$ cat src/rtl/core/trsc_pkg.sv
`timescale 1ns / 1ps

package trsc_pkg;

  localparam int ALPHABET_SIZE = 26;
  localparam int ROTOR_COUNT   = 3;

  // Fixed field widths of the item ports.
  localparam int SEL_W  = 2;
  localparam int POS_W  = 5;
  localparam int VAL_W  = 5;
  localparam int BYTE_W = 8;

  // Width of a reduced table index and of the unreduced index sum.
  localparam int IDX_W     = (ALPHABET_SIZE > 1) ? $clog2(ALPHABET_SIZE) : 1;
  localparam int SUM_W     = VAL_W + 1;
  localparam int SUM_DEPTH = 1 << SUM_W;

  localparam logic [BYTE_W-1:0] CHAR_UPPER_A = 8'd65;
  localparam logic [BYTE_W-1:0] CHAR_UPPER_Z = 8'd90;
  localparam logic [BYTE_W-1:0] CHAR_LOWER_A = 8'd97;
  localparam logic [BYTE_W-1:0] CHAR_LOWER_Z = 8'd122;

  typedef enum logic {
    REQ_LOAD   = 1'b0,
    REQ_CIPHER = 1'b1
  } trsc_req_t;

  // One table write toward a rotor.
  typedef struct packed {
    logic             en;
    logic [IDX_W-1:0] pos;
    logic [VAL_W-1:0] value;
  } trsc_wr_t;

  typedef logic [SUM_DEPTH-1:0][IDX_W-1:0] trsc_mod_tab_t;

  // Residue of every possible index sum, worked out at elaboration.
  function automatic trsc_mod_tab_t build_mod_table();
    trsc_mod_tab_t tab;
    for (int i = 0; i < SUM_DEPTH; i++) begin
      tab[i] = IDX_W'(i % ALPHABET_SIZE);
    end
    return tab;
  endfunction

  localparam trsc_mod_tab_t MOD_TABLE = build_mod_table();

endpackage

$ cat src/rtl/core/trsc_rotor.sv
`timescale 1ns / 1ps

module trsc_rotor
  import trsc_pkg::*;
(
  input  logic             clk,
  input  trsc_wr_t         wr,
  input  logic [VAL_W-1:0] in_val,
  input  logic [IDX_W-1:0] offset,
  output logic [VAL_W-1:0] out_val
);

  logic [VAL_W-1:0] table_r [ALPHABET_SIZE];
  logic [SUM_W-1:0] idx_sum;
  logic [IDX_W-1:0] idx;

  always_ff @(posedge clk) begin
    if (wr.en) begin
      table_r[wr.pos] <= wr.value;
    end
  end

  // The stored value may exceed the alphabet, so the whole sum is reduced.
  assign idx_sum = SUM_W'(in_val) + SUM_W'(offset);
  assign idx     = MOD_TABLE[idx_sum];
  assign out_val = table_r[idx];

endmodule

$ cat src/rtl/core/three_rotor_substitution_cipher_top.sv
`timescale 1ns / 1ps

// Three-rotor substitution cipher. Each transaction on the in_ channel either
// loads one rotor table entry (in_req_type 0) or ciphers one byte (1). A
// cipher transaction yields exactly one out_ transaction: letters go through
// rotors 0, 1 and 2 with the rotor offsets and keep their case; other bytes
// are copied unchanged. A load yields nothing. One transaction is taken every
// clock cycle while the result side does not stall. A transaction waits in
// the input register until the output register is free; a cipher result
// then moves to the output register, which presents it. The cycle is set by
// the three chained table reads, each with its offset add and residue lookup.
// The rotor tables are not cleared by reset: load every entry that a message
// will touch before ciphering it. Offsets reset to zero and advance like an
// odometer after each letter.

module three_rotor_substitution_cipher_top
  import trsc_pkg::*;
(
  input  logic              clk,
  input  logic              rst_n,
  input  logic              in_valid,
  output logic              in_stall,
  input  logic              in_req_type,
  input  logic [SEL_W-1:0]  in_rotor_sel,
  input  logic [POS_W-1:0]  in_entry_pos,
  input  logic [VAL_W-1:0]  in_entry_value,
  input  logic [BYTE_W-1:0] in_byte,
  output logic              out_valid,
  input  logic              out_stall,
  output logic [BYTE_W-1:0] out_byte
);

  localparam logic [POS_W:0]   POS_LIMIT = (POS_W + 1)'(ALPHABET_SIZE);
  localparam logic [IDX_W-1:0] OFF_LAST  = IDX_W'(ALPHABET_SIZE - 1);

  // Input register.
  logic              s1_valid_r, s1_valid_nxt;
  logic              s1_req_r;
  logic [SEL_W-1:0]  s1_sel_r;
  logic [POS_W-1:0]  s1_pos_r;
  logic [VAL_W-1:0]  s1_val_r;
  logic [BYTE_W-1:0] s1_byte_r;

  // Output register.
  logic              out_valid_r, out_valid_nxt;
  logic [BYTE_W-1:0] out_byte_r;

  logic [IDX_W-1:0]  offset_r   [ROTOR_COUNT];
  logic [IDX_W-1:0]  offset_nxt [ROTOR_COUNT];
  logic [ROTOR_COUNT:0] carry;

  logic [VAL_W-1:0]  chain [ROTOR_COUNT+1];
  trsc_wr_t          wr    [ROTOR_COUNT];

  logic              in_accept;
  logic              out_free;
  logic              s1_fire;
  logic              is_upper;
  logic              is_lower;
  logic              is_letter;
  logic              pos_ok;
  logic [BYTE_W-1:0] case_base;
  logic [BYTE_W-1:0] result_byte;

  assign out_free  = !out_valid_r || !out_stall;
  assign s1_fire   = s1_valid_r && out_free;
  assign in_stall  = s1_valid_r && !out_free;
  assign in_accept = in_valid && !in_stall;

  assign s1_valid_nxt = in_accept ? 1'b1 : (s1_fire ? 1'b0 : s1_valid_r);

  always_ff @(posedge clk) begin
    if (!rst_n) begin
      s1_valid_r <= 1'b0;
    end else begin
      s1_valid_r <= s1_valid_nxt;
    end
  end

  always_ff @(posedge clk) begin
    if (in_accept) begin
      s1_req_r  <= in_req_type;
      s1_sel_r  <= in_rotor_sel;
      s1_pos_r  <= in_entry_pos;
      s1_val_r  <= in_entry_value;
      s1_byte_r <= in_byte;
    end
  end

  assign is_upper  = (s1_byte_r >= CHAR_UPPER_A) && (s1_byte_r <= CHAR_UPPER_Z);
  assign is_lower  = (s1_byte_r >= CHAR_LOWER_A) && (s1_byte_r <= CHAR_LOWER_Z);
  assign is_letter = is_upper || is_lower;
  assign case_base = is_upper ? CHAR_UPPER_A : CHAR_LOWER_A;
  assign pos_ok    = {1'b0, s1_pos_r} < POS_LIMIT;

  assign chain[0] = VAL_W'(s1_byte_r - case_base);

  for (genvar r = 0; r < ROTOR_COUNT; r++) begin : g_rotor
    assign wr[r].en    = s1_fire && (s1_req_r == REQ_LOAD) && pos_ok &&
                         (s1_sel_r == SEL_W'(r));
    assign wr[r].pos   = s1_pos_r[IDX_W-1:0];
    assign wr[r].value = s1_val_r;

    trsc_rotor u_rotor (
      .clk     (clk),
      .wr      (wr[r]),
      .in_val  (chain[r]),
      .offset  (offset_r[r]),
      .out_val (chain[r+1])
    );
  end

  // Odometer: each rotor steps only when every rotor before it wraps.
  always_comb begin
    carry[0] = s1_fire && (s1_req_r == REQ_CIPHER) && is_letter;
    for (int r = 0; r < ROTOR_COUNT; r++) begin
      offset_nxt[r] = offset_r[r];
      if (carry[r]) begin
        offset_nxt[r] = (offset_r[r] == OFF_LAST) ? '0 : offset_r[r] + 1'b1;
      end
      carry[r+1] = carry[r] && (offset_r[r] == OFF_LAST);
    end
  end

  always_ff @(posedge clk) begin
    if (!rst_n) begin
      for (int r = 0; r < ROTOR_COUNT; r++) begin
        offset_r[r] <= '0;
      end
    end else begin
      for (int r = 0; r < ROTOR_COUNT; r++) begin
        offset_r[r] <= offset_nxt[r];
      end
    end
  end

  assign result_byte = is_letter ? BYTE_W'(chain[ROTOR_COUNT]) + case_base : s1_byte_r;

  always_comb begin
    out_valid_nxt = out_valid_r;
    if (s1_fire && (s1_req_r == REQ_CIPHER)) begin
      out_valid_nxt = 1'b1;
    end else if (!out_stall) begin
      out_valid_nxt = 1'b0;
    end
  end

  always_ff @(posedge clk) begin
    if (!rst_n) begin
      out_valid_r <= 1'b0;
    end else begin
      out_valid_r <= out_valid_nxt;
    end
  end

  always_ff @(posedge clk) begin
    if (s1_fire && (s1_req_r == REQ_CIPHER)) begin
      out_byte_r <= result_byte;
    end
  end

  assign out_valid = out_valid_r;
  assign out_byte  = out_byte_r;

endmodule
$ cat config.mk
export PLATFORM = sky130hd
export DESIGN_NAME = three_rotor_substitution_cipher_top
export DESIGN_NICKNAME = d
export VERILOG_FILES = /design/src/rtl/core/trsc_pkg.sv /design/src/rtl/core/trsc_rotor.sv /design/src/rtl/core/three_rotor_substitution_cipher_top.sv
export SDC_FILE = /design/constraint.sdc
export NUM_CORES = 1
export LEC_CHECK = 0
export BUFFER_PORTS_ARGS = -buffer_cell sky130_fd_sc_hd__buf_4
export CAP_MARGIN = 20
export CORE_MARGIN = 2
export CORE_UTILIZATION = 61
export DETAILED_ROUTE_END_ITERATION = 12
export GPL_TIMING_DRIVEN = 0
export PLACE_DENSITY = 0.83
export SLEW_MARGIN = 25
export SYNTH_ARGS = -nofsm -noshare
export SYNTH_HDL_FRONTEND = slang
export SYNTH_SLANG_ARGS = --single-unit
$ cat constraint.sdc
create_clock -name clk -period 14.1 [get_ports clk]
set_input_delay 2.82 -clock clk [delete_from_list [all_inputs] [get_ports clk]]
set_output_delay 2.82 -clock clk [all_outputs]
set_load 0.01 [all_outputs]
==> out/metrics.yaml <==
layout.nets: 1371
wire_per_inst_um: 25.6
io_buffers: 34
drtAntennaViolNets: 0
ios: 35
critPathMostFrequentCell: "ha_1"
routed_via_density: 6.65
h-tree-depth: 2
grt_use_total: 0.275
rows: 64
synthFlopType: "edfxtp_1"
synth_top_area_frac: 0.659
slowest_delay_ps: 700
wl_um: 44600
synth_edf_count: 419
dp_hpwl_um: 30600
irDropWorstVdd_mv: 0.110
synthCells: 1211
rsz0062_at_grt: "no"
cts.sinks: 436
relSlewSlack: 0.368
firstDrtPassIters: 8
vias: 11598
yosysWarnings: 0
crit_type: "reg2reg"
drt_iter0_markers: 1467
clkTransAtPathRegs_ps: 60
gp_congestion: 0.948
syn_avg_cell_area_um2: 15.8
ys_seq_area_frac: 0.676
initial_core_util: 0.621
netlist_top_cells_count: "419 x edfxtp_1, 118 x nor2_1, 82 x mux2i_1"
area_growth_pct: 13.2
cts_hold_buf: 0
period_needed_ps: 12980
synth-seq-cells: 436
ys_types: 81
cp_top_family: "compound AO/OA/AOI/OAI gates"
die_area_um2: 32800
syn-num-nets: 1271
grt_pass1_vias: 11486
tns_ps: 0
path_buf_inv: 7
setup_viol: 0
critPathMaxFanout: 10
r2r_slack_ps: 1120
async_flop_share: 0
drive_gt1_frac: 0.173
leakagePower_nw: 7.37
p_per_area_nw_per_um2: 190
fin_crit_sh: 0.921
fmax_ghz: 0.0770
finalHoldViolCount: 0
die_height_um: 181
diodes: 0
core-area_um2: 30700
cts-root-buf: "clkbuf_16"
yosysMostFrequentCell: "edfxtp_1"
drv_slew: 0
clock-skew-final_ps: 15.3
grt_start_max_net_pins: 27
overflow: 0
cp.required_ps: 14460
tightest_slew_ps: 940
clock_latency_ps: 560
cp.arrival_ps: 13350
postCtsSetupBuffers: 0
critPathCaptureType: "flip-flop"
outcome: "finished clean"
worstSetupStartpointType: "flip-flop"
dp.cells: 1661
holdCritPathClass: "reg2reg"
grt_pass1_wl_um: 67800
cts_tree: "yes"
post_cts_resized: 0
remaining_drc_errors: 0
drv_cap: 0
die_x_um: 181
antenna_found_initial: 1
syn_area_um2: 19100
slowest_stage: "o21ai_1"
numCtsBuffers: 44
synth.largest_area_cell: "edfxtp_1"
synth_area_leaders: "edfxtp_1 66%, mux4_2 7.8%, mux2i_1 4.3%, nor2_1 2.3%, ha_1 2.1%"
fin_cells: 1743
clockBufferDepth: 3
## placed cells by master (no fill, tap or decap), drive strengths merged, types with 4 or more instances in the layout
| master | netlist | final |
|---|---|---|
| edfxtp | 419 | 419 |
| nor2 | 119 | 119 |
| mux2i | 82 | 82 |
| clkbuf | 33 | 81 |
| nand2 | 79 | 79 |
| mux4 | 66 | 66 |
| buf | 9 | 63 |
| a21oi | 37 | 37 |
| ha | 32 | 32 |
| inv | 28 | 32 |
| o21ai | 28 | 28 |
| clkinv | 0 | 24 |
| nand3 | 19 | 19 |
| mux2 | 17 | 17 |
| dfxtp | 17 | 17 |
| xor2 | 16 | 16 |
| a211oi | 16 | 16 |
| nor2b | 13 | 13 |
| nor3 | 13 | 13 |
| xnor2 | 12 | 12 |
| o22ai | 11 | 11 |
| o211ai | 11 | 11 |
| a21o | 10 | 10 |
| nand4 | 10 | 10 |
| nand2b | 9 | 9 |
| a22oi | 9 | 9 |
| o221ai | 7 | 7 |
| a211o | 7 | 7 |
| a221oi | 6 | 6 |
| bufinv | 0 | 6 |
| and3 | 6 | 6 |
| a31oi | 5 | 5 |
| or2 | 5 | 5 |
| a2bb2oi | 4 | 4 |
| o31ai | 4 | 4 |
| o21a | 4 | 4 |
## registers in the layout (all words and copies together) (netlist names)
name and count:
out_valid 1, s1_sel_r 2, offset_r 15, s1_req_r 1, out_byte 8, g_rotor.u_rotor.table_r 390
s1_val_r 5, s1_valid_r 1, s1_byte_r 8, s1_pos_r 5
## kinds of logic after synthesis
logic type | count (synthesis) | synth area share
compound gates | 184 | 0.0693
xor+xnor | 28 | 0.0128
fa+ha+maj | 35 | 0.0241
buf+inv | 70 | 0.0151
flops | 436 | 0.676
mux | 165 | 0.131
simple gates | 293 | 0.0716
## through the flow
step / area [um2] / power (mW) / util / hold WS (ps) / worst slack (ps)
CTS: 21600 / 4.09 / 0.703 / 551 / 1320
global route: 21600 / 4.26 / 0.704 / 567 / 554
finish: 21600 / 4.11 / 0.704 / 544 / 1120
detailed placement: 20200 / 2.91 / 0.656 / 522 / 1500
floorplan: 19100 / 2.54 / - / 500 / 3930
global placement: 19900 / 2.87 / 0.646 / 526 / 1830
## per-layer routing
| layer | up-vias | share of wire | track usage |
|---|---|---|---|
| li1 | 4974 | - | - |
| met1 | 5765 | 0.39 | 0.378 |
| met2 | 724 | 0.47 | 0.433 |
| met3 | 135 | 0.11 | 0.0661 |
| met4 | 0 | 0.038 | 0.103 |
| met5 | - | 0 | 0 |
## area by class of cell
class,instances,area (um2)
inverter,28,105
buffer,42,184
clock buffer,48,1120
fill,1885,9120
tap,396,495
timing repair buffer,54,561
multi-input combinational,705,5900
clock inverter,34,345
sequential,436,12900
## final timing paths
path / from / cells past startpoint / end
setup / recovery: s1_byte_r[1] / 43 / out_byte[4]
hold / removal: s1_val_r[2] / 0 / g_rotor[0].u_rotor.table_r[18][2]
setup reg to reg: s1_byte_r[1] / 43 / out_byte[4]
hold reg to reg: s1_val_r[2] / 0 / g_rotor[0].u_rotor.table_r[18][2]
## power by group
group / switching, mW / internal (mW) / leakage [nW]
Sequential: 0.00692 / 1.43 / 3.92
Clock: 0.491 / 0.687 / 0.729
Combinational: 0.890 / 0.611 / 2.72
Power figures use the tool's default switching activity.
